`config.mk`:
```
export PLATFORM = sky130hd
export DESIGN_NAME = round_robin_task_picker_core_flat
export DESIGN_NICKNAME = d
export VERILOG_FILES = /design/src/hw/rtl/rrtp_pkg.sv /design/src/hw/rtl/rrtp_if.sv /design/src/hw/rtl/rrtp_ctrl.sv /design/src/hw/rtl/rrtp_dp.sv /design/src/hw/rtl/round_robin_task_picker_core.sv /design/src/flat_wrapper.sv
export SDC_FILE = /design/constraint.sdc
export NUM_CORES = 1
export LEC_CHECK = 0
export BUFFER_PORTS_ARGS = -buffer_cell sky130_fd_sc_hd__buf_2
export CAP_MARGIN = 20
export CORE_MARGIN = 5
export CORE_UTILIZATION = 50
export CTS_CLUSTER_DIAMETER = 150
export DETAILED_ROUTE_END_ITERATION = 10
export GPL_TIMING_DRIVEN = 0
export PLACE_DENSITY = 0.7
export SYNTH_ARGS = -nofsm -noshare
export SYNTH_HDL_FRONTEND = slang
export SYNTH_SLANG_ARGS = --single-unit
```
`constraint.sdc`:
```
create_clock -name clk -period 5.2 [get_ports clk]
set_clock_uncertainty 0.1 [all_clocks]
set_input_delay 0.52 -clock clk [delete_from_list [all_inputs] [get_ports clk]]
set_output_delay 0.52 -clock clk [all_outputs]
set_load 0.02 [all_outputs]
```
`src/hw/rtl/rrtp_pkg.sv`:
```
// Shared constants, codes and controller/datapath structs for the round-robin task picker.
package rrtp_pkg;

  localparam int DEF_NUM_SLOTS = 64;
  localparam int SLOT_IDX_W    = 6;
  localparam int OUTCOME_W     = 2;
  localparam int FLAG_MAX      = 64;

  localparam logic CMD_WRITE = 1'b0;
  localparam logic CMD_YIELD = 1'b1;

  localparam logic [OUTCOME_W-1:0] OUT_WRITTEN = 2'd0;
  localparam logic [OUTCOME_W-1:0] OUT_PICKED  = 2'd1;
  localparam logic [OUTCOME_W-1:0] OUT_IDLE    = 2'd2;
  localparam logic [OUTCOME_W-1:0] OUT_NONE    = 2'd3;

  typedef struct packed {
    logic clear;
    logic start;
    logic write_flag;
    logic step;
    logic emit_write;
    logic emit_pick;
    logic emit_fallback;
  } rrtp_cmd_t;

  typedef struct packed {
    logic clear_done;
    logic hit;
    logic last_step;
  } rrtp_status_t;

endpackage

```
`src/hw/rtl/rrtp_if.sv`:
```
// Valid/ready channel interfaces for the task picker's input and result words.
interface rrtp_in_if import rrtp_pkg::*; ();
  logic                  valid;
  logic                  ready;
  logic                  cmd;
  logic [SLOT_IDX_W-1:0] slot_index;
  logic                  runnable;

  modport source(output valid, output cmd, output slot_index, output runnable, input ready);
  modport sink(input valid, input cmd, input slot_index, input runnable, output ready);
endinterface

interface rrtp_out_if import rrtp_pkg::*; ();
  logic                  valid;
  logic                  ready;
  logic [OUTCOME_W-1:0]  outcome;
  logic [SLOT_IDX_W-1:0] picked_slot;

  modport source(output valid, output outcome, output picked_slot, input ready);
  modport sink(input valid, input outcome, input picked_slot, output ready);
endinterface

```
`src/hw/rtl/rrtp_ctrl.sv`:
```
// Controller state machine: handshakes and sequencing of the yield scan.
module rrtp_ctrl import rrtp_pkg::*; (
  input  logic         clk,
  input  logic         rst_n,
  input  logic         in_valid,
  input  logic         in_cmd,
  output logic         in_ready,
  output logic         out_valid,
  input  logic         out_ready,
  input  rrtp_status_t status,
  output rrtp_cmd_t    ctl
);

  localparam logic [1:0] ST_IDLE  = 2'd0;
  localparam logic [1:0] ST_SCAN  = 2'd1;
  localparam logic [1:0] ST_CLEAR = 2'd2;

  logic [1:0] state_r, state_nxt;
  logic       out_valid_r, out_valid_nxt;
  logic       out_free;
  logic       accept;

  assign out_free  = !out_valid_r || out_ready;
  assign in_ready  = (state_r == ST_IDLE) && out_free;
  assign accept    = in_valid && in_ready;
  assign out_valid = out_valid_r;

  always_comb begin
    state_nxt     = state_r;
    out_valid_nxt = out_valid_r && !out_ready;
    ctl           = '0;
    unique case (state_r)
      ST_CLEAR: begin
        ctl.clear = 1'b1;
        if (status.clear_done) begin
          state_nxt = ST_IDLE;
        end
      end
      ST_IDLE: begin
        if (accept) begin
          ctl.start = 1'b1;
          if (in_cmd == CMD_WRITE) begin
            ctl.write_flag = 1'b1;
            ctl.emit_write = 1'b1;
            out_valid_nxt  = 1'b1;
          end else begin
            state_nxt = ST_SCAN;
          end
        end
      end
      ST_SCAN: begin
        if (status.hit) begin
          ctl.emit_pick = 1'b1;
          out_valid_nxt = 1'b1;
          state_nxt     = ST_IDLE;
        end else if (status.last_step) begin
          ctl.emit_fallback = 1'b1;
          out_valid_nxt     = 1'b1;
          state_nxt         = ST_IDLE;
        end else begin
          ctl.step = 1'b1;
        end
      end
      default: state_nxt = ST_IDLE;
    endcase
  end

  always_ff @(posedge clk) begin
    if (!rst_n) begin
      state_r     <= ST_CLEAR;
      out_valid_r <= 1'b0;
    end else begin
      state_r     <= state_nxt;
      out_valid_r <= out_valid_nxt;
    end
  end

endmodule

```
`src/hw/rtl/rrtp_dp.sv`:
```
// Datapath: runnable flags, last pick, scan pointer and result word register.
module rrtp_dp import rrtp_pkg::*; #(
  parameter int NUM_SLOTS = DEF_NUM_SLOTS
) (
  input  logic                  clk,
  input  logic                  rst_n,
  input  rrtp_cmd_t             ctl,
  output rrtp_status_t          status,
  input  logic [SLOT_IDX_W-1:0] in_slot_index,
  input  logic                  in_runnable,
  output logic [OUTCOME_W-1:0]  out_outcome,
  output logic [SLOT_IDX_W-1:0] out_picked_slot
);

  localparam int FLAG_DEPTH = (NUM_SLOTS < FLAG_MAX) ? NUM_SLOTS : FLAG_MAX;
  localparam int FLAG_W     = $clog2(FLAG_DEPTH);
  localparam int SLOT_W     = $clog2(NUM_SLOTS);
  localparam logic [SLOT_W-1:0] TOP_SLOT = SLOT_W'(NUM_SLOTS - 1);

  logic                  flags_mem [FLAG_DEPTH];
  logic                  idle_flag_r;
  logic                  rd_flag_r;
  logic [FLAG_W-1:0]     clr_r;
  logic [SLOT_W-1:0]     last_pick_r;
  logic [SLOT_W-1:0]     scan_r, scan_nxt;
  logic [SLOT_W-1:0]     step_r;
  logic [SLOT_W-1:0]     first_slot;
  logic [SLOT_W-1:0]     next_slot;
  logic [OUTCOME_W-1:0]  outcome_r;
  logic [SLOT_IDX_W-1:0] picked_r;
  logic                  rd_in_range;
  logic                  wr_in_range;

  assign first_slot  = (last_pick_r == TOP_SLOT) ? SLOT_W'(1) : last_pick_r + SLOT_W'(1);
  assign next_slot   = (scan_r == TOP_SLOT) ? SLOT_W'(1) : scan_r + SLOT_W'(1);
  assign scan_nxt    = ctl.start ? first_slot : next_slot;
  assign rd_in_range = 32'(scan_nxt) < FLAG_DEPTH;
  assign wr_in_range = 32'(in_slot_index) < NUM_SLOTS;

  assign status.clear_done = (clr_r == FLAG_W'(FLAG_DEPTH - 1));
  assign status.hit        = rd_flag_r;
  assign status.last_step  = (step_r == TOP_SLOT);

  assign out_outcome     = outcome_r;
  assign out_picked_slot = picked_r;

  always_ff @(posedge clk) begin
    if (!rst_n) begin
      idle_flag_r <= 1'b0;
      last_pick_r <= '0;
      clr_r       <= '0;
    end else begin
      if (ctl.clear) begin
        clr_r <= clr_r + FLAG_W'(1);
      end
      if (ctl.write_flag && in_slot_index == '0) begin
        idle_flag_r <= in_runnable;
      end
      if (ctl.emit_pick) begin
        last_pick_r <= scan_r;
      end
    end
  end

  always_ff @(posedge clk) begin
    if (ctl.clear) begin
      flags_mem[clr_r] <= 1'b0;
    end else if (ctl.write_flag && wr_in_range) begin
      flags_mem[in_slot_index[FLAG_W-1:0]] <= in_runnable;
    end
    if (ctl.start || ctl.step) begin
      rd_flag_r <= rd_in_range ? flags_mem[scan_nxt[FLAG_W-1:0]] : 1'b0;
    end
  end

  always_ff @(posedge clk) begin
    if (ctl.start || ctl.step) begin
      scan_r <= scan_nxt;
      step_r <= ctl.start ? SLOT_W'(1) : step_r + SLOT_W'(1);
    end
    if (ctl.emit_write) begin
      outcome_r <= OUT_WRITTEN;
      picked_r  <= '0;
    end else if (ctl.emit_pick) begin
      outcome_r <= OUT_PICKED;
      picked_r  <= SLOT_IDX_W'(scan_r);
    end else if (ctl.emit_fallback) begin
      outcome_r <= idle_flag_r ? OUT_IDLE : OUT_NONE;
      picked_r  <= '0;
    end
  end

endmodule

```
`src/hw/rtl/round_robin_task_picker_core.sv`:
```
// Top level of the round-robin task picker: controller, datapath and channel wiring.
//
// Input words carry cmd, slot_index and runnable. A write word (cmd 0) sets the
// runnable flag of slot_index; slots at or above NUM_SLOTS are left alone. A
// yield word (cmd 1) walks slots 1 to NUM_SLOTS-1 in circular order from just
// after the last pick and returns the first runnable one, else slot 0 if the
// idle task is runnable, else outcome "nothing runnable".
// Each input word yields exactly one result word (outcome, picked_slot).
// A write's result word is registered on acceptance. A yield checks one flag per
// cycle via the scan pointer and answers at the first runnable slot or walk end.
// One word is in work at a time; in_ready rises again once the result register
// is empty or being drained, so writes run one per cycle while out_ready is high.
// Reset (rst_n low, synchronous) clears the last pick and the result valid, then
// a clearing pass zeroes the flag memory one entry per cycle; in_ready stays low
// until it ends. While the receiver stalls, the result word holds and no new
// input word is taken.
module round_robin_task_picker_core import rrtp_pkg::*; #(
  parameter int NUM_SLOTS = DEF_NUM_SLOTS
) (
  input  logic  clk,
  input  logic  rst_n,
  rrtp_in_if.sink    in_chan,
  rrtp_out_if.source out_chan
);

  rrtp_cmd_t    ctl;
  rrtp_status_t status;

  rrtp_ctrl u_ctrl (
    .clk       (clk),
    .rst_n     (rst_n),
    .in_valid  (in_chan.valid),
    .in_cmd    (in_chan.cmd),
    .in_ready  (in_chan.ready),
    .out_valid (out_chan.valid),
    .out_ready (out_chan.ready),
    .status    (status),
    .ctl       (ctl)
  );

  rrtp_dp #(
    .NUM_SLOTS (NUM_SLOTS)
  ) u_dp (
    .clk             (clk),
    .rst_n           (rst_n),
    .ctl             (ctl),
    .status          (status),
    .in_slot_index   (in_chan.slot_index),
    .in_runnable     (in_chan.runnable),
    .out_outcome     (out_chan.outcome),
    .out_picked_slot (out_chan.picked_slot)
  );

endmodule

```
`src/flat_wrapper.sv`:
```
// flat-port wrapper written by rule: the top's interface ports become plain ports
module round_robin_task_picker_core_flat import rrtp_pkg::*;
#(
  parameter int NUM_SLOTS = DEF_NUM_SLOTS
)
  (clk, rst_n, in_chan_valid, in_chan_cmd, in_chan_slot_index, in_chan_runnable, in_chan_ready, out_chan_valid, out_chan_outcome, out_chan_picked_slot, out_chan_ready);
  rrtp_in_if in_chan_i ();
  rrtp_out_if out_chan_i ();
  input  logic clk;
  input  logic rst_n;
  input wire logic [$bits(in_chan_i.valid)-1:0] in_chan_valid;
  input wire logic [$bits(in_chan_i.cmd)-1:0] in_chan_cmd;
  input wire logic [$bits(in_chan_i.slot_index)-1:0] in_chan_slot_index;
  input wire logic [$bits(in_chan_i.runnable)-1:0] in_chan_runnable;
  output wire logic [$bits(in_chan_i.ready)-1:0] in_chan_ready;
  output wire logic [$bits(out_chan_i.valid)-1:0] out_chan_valid;
  output wire logic [$bits(out_chan_i.outcome)-1:0] out_chan_outcome;
  output wire logic [$bits(out_chan_i.picked_slot)-1:0] out_chan_picked_slot;
  input wire logic [$bits(out_chan_i.ready)-1:0] out_chan_ready;
  assign in_chan_i.valid = in_chan_valid;
  assign in_chan_i.cmd = in_chan_cmd;
  assign in_chan_i.slot_index = in_chan_slot_index;
  assign in_chan_i.runnable = in_chan_runnable;
  assign in_chan_ready = in_chan_i.ready;
  assign out_chan_valid = out_chan_i.valid;
  assign out_chan_outcome = out_chan_i.outcome;
  assign out_chan_picked_slot = out_chan_i.picked_slot;
  assign out_chan_i.ready = out_chan_ready;
  round_robin_task_picker_core #(.NUM_SLOTS(NUM_SLOTS)) u_core (.clk(clk), .rst_n(rst_n), .in_chan(in_chan_i), .out_chan(out_chan_i));
endmodule
```
==> metrics.txt <==
setup slack, reg-to-reg=just under 2 ns; Clock power frac=roughly 37%; CP Max Fanout=10; WHS=0.228 ns; top cell type's share of synthesized area=48.3%; critical path's largest stage delay=roughly 0.67 ns; CTS sink cnt=101; setup TNS=0 ns; Psw=roughly 0.32 mW; cell count after placement=approximately 590; Num CTS Buffers=9; number of synthesized flops with an enable pin=between 70 and 80; top cells by area, synth=edfxtp_1, dfxtp_1, nor2_1; Cell Count, Final, Fillers Out=just over 600; Setup violations, final=0; Clock Pin Slew Worst Setup and Hold Paths=0.10 ns; Core Area=0.00928 mm2; status=finished clean; GPL Wtd Cong=between 0.8 and 0.9; Root Buffer=clkbuf_8; Final period util=between 60% and 70%; Flop pwr share=about three fifths; IO Port Bufs=21; Slew Viols, Final=0; die height=around 110 um; Lkg Pwr=1.93 nW; Slowest-stage cell, CP=mux4_1; vias in the first global route=around 3.3k; min-delay src=rst_n; Starting Density=between 50% and 60%; routed vias=about 3.4k; fillers=between 800 and 900; CP top delay family=multiplexers; Critical Path Source Type=flop; CP Launch Point=u_core.u_dp.scan_r[0]$_DFFE_PP_; Hold Path Sink=u_core.u_ctrl.state_r[1]$_SDFFE_PN1P_; WP buf/inv=1; minimum clock period=~3.3 ns; Syn. warnings=0; gr ovfl total=0; RSZ-0062 raised after global routing=no; Max rail drop VDD=approximately 0.19 mV; worst r2r src=u_core.u_dp.scan_r[0]$_DFFE_PP_; fin area=~0.0053 mm2; number of synthesized register bits=approximately 100; DP Wirelength=roughly 7.4 mm; Die ar.=roughly 0.012 mm2; initial antenna violation count=0; register area share after synthesis=roughly 58%; postcts setup bufs=0; post-layout util=56.9%; Synth Area per Inst=10.8 um2; CTS tree=built; Routed Antenna Nets=0; largest net degree at the start of global routing=65; Total GRT Usage=between 10% and 20%; CTS max path bufs=2; CP arrival=3.28 ns; max cap viols=0; share of cells above drive strength 1=11.0%; area post-placement=a little over 0.005 mm2; first-pass GRT wire length=17.0 mm; Synth-to-Final Area Change=10.4%; final hold viol count=0; Synth Flop Type=edfxtp_1; PostCTS Resize Cnt=0; Max-slew headroom=34.6%; Skew-Pair Late Insertion Delay=about 0.37 ns; Fmax=roughly 310 MHz; I/O Pins=22; vias per cell=roughly 5.6; worst path cell trace=ha_1 -> nand2_1 -> o21ai_1 -> mux2i_1 -> buf_6 -> mux4_1 -> a2111oi_2 -> a221oi_2; Initial DRC Count=227; Worst Hold Path Cells=2; nets@finish=just under 500; Async SR Flop Fraction=0%; internal power=1.17 mW; Crit. End Element=flop; Netlist Area Pre-Place=around 0.0048 mm2; FF-to-FF End=u_core.u_dp.rd_flag_r$_DFFE_PP_; switch share=about a fifth; Cells after Synth=444; combinational group share of total power=about 3.8%; Tightest Hold Check Type=input port to flop; CTS H-tree depth=3; Syn Nets=between 400 and 500; Yosys top cell by area=edfxtp_1; Ant. Diodes=0; R2R depth=8; Worst Tran Pin Value=about 0.98 ns; WL final=10.3 mm; DRT Pass-1 Iters=5; die width=108 um; kind of critical path=flop to flop; CTS Hold Bufs=0; Netlist cell types=47; FP Rows=35; Worst Path Required=around 5.2 ns; wire length per cell=roughly 17 um; # DRC=0; PwrDens=281 mW/mm2
-- stage by stage --
step,worst slack (ns),power [mW]
after floorplan,2.20,0.924
after global placement,1.33,0.945
after detailed placement,1.86,0.947
after CTS,1.94,1.49
after global routing,1.70,1.53
final,1.94,1.48
-- flip-flops by register name (all words and copies together), names as in the netlist --
name / cells
u_core.u_dp.step_r: 6
u_core.u_dp.scan_r: 6
u_core.u_ctrl.state_r: 2
u_core.u_dp.rd_flag_r: 1
u_core.u_dp.idle_flag_r: 1
u_core.u_dp.out_picked_slot: 6
u_core.u_ctrl.out_valid: 1
u_core.u_dp.last_pick_r: 6
u_core.u_dp.out_outcome: 2
u_core.u_dp.flags_mem: 64
u_core.u_dp.clr_r: 6
-- routing by layer --
| layer | wire, um | part of all wire [%] | up-vias | track usage, % |
|---|---|---|---|---|
| met2 | 5010 | 49 | 110 | 31.2 |
| met3 | 586 | 5.7 | 24 | 2.70 |
| met1 | 4470 | 43 | 1629 | 25.7 |
| met5 | 0 | 0 | - | 0 |
| met4 | 204 | 2.0 | 0 | 6.49 |
| li1 | - | - | 1651 | - |
-- synth_stat cells (all sizes together) (2+ instances only) --
cell	n
a21oi	23
a221oi	5
and2	6
and3	3
buf	6
clkbuf	7
dfxtp	24
edfxtp	77
ha	4
inv	6
mux2i	22
mux4	4
nand2	74
nand2b	8
nand3	29
nand3b	4
nand4	4
nor2	86
o2111ai	5
o21ai	13
o31ai	2
xnor2	7
xor2	9
-- power groups by stage --
stage	registers (mW)	clock network, mW	logic, mW
after floorplan	0.895	0	0.0287
after global placement	0.890	0	0.0555
after detailed placement	0.890	0	0.0565
after CTS	0.872	0.560	0.0565
after global routing	0.873	0.599	0.0616
final	0.872	0.554	0.0565
-- worst register-to-register path, cell delays in order (launching register included) --
cell	delay [ns]
edfxtp_1	0.48
ha_1	0.28
nand2_1	0.12
o21ai_1	0.07
mux2i_1	0.45
buf_6	0.27
mux4_1	0.67
a2111oi_2	0.45
a221oi_2	0.12
-- worst max-delay path by stage --
stage               depth (start not counted)                                   to
CTS                                         8      u_core.u_dp.rd_flag_r$_DFFE_PP_
floorplan                                   6   u_core.u_dp.flags_mem[0]$_DFFE_PP_
global placement                            7   u_core.u_dp.flags_mem[1]$_DFFE_PP_
detailed placement                          8      u_core.u_dp.rd_flag_r$_DFFE_PP_
finish                                      8      u_core.u_dp.rd_flag_r$_DFFE_PP_
global route                                6  u_core.u_dp.flags_mem[32]$_DFFE_PP_
-- area by class of cell --
type | count | area [um2] | area share, %
plain buffers | 13 | 83.8 | 1.59
clock buffers | 12 | 178 | 3.36
clock inverters | 4 | 52.6 | 0.994
inverters | 6 | 22.5 | 0.426
multi-input cells | 324 | 1890 | 35.7
flip-flops and latches | 101 | 2790 | 52.8
well taps | 129 | 161 | 3.05
repair buffers | 21 | 105 | 1.99
-- cells by family after synthesis --
family	Yosys count	synth area share, %
flops	101	58.3
buf+inv	19	2.22
simple gates	222	20.6
mux	27	7.11
compound gates	55	7.71
xor+xnor	16	2.93
fa+ha+maj	4	1.05
-- cells in the final DEF (no fill, tap or decap), drive strengths merged, types with 8 or more instances in the layout --
cell	Yosys	final
a21oi	23	23
buf	6	27
clkbuf	7	19
dfxtp	24	24
edfxtp	77	77
mux2i	22	22
nand2	74	74
nand2b	8	8
nand3	29	29
nor2	86	86
o21ai	13	13
xor2	9	9
Note: power is estimated with default switching activity, not from simulation.
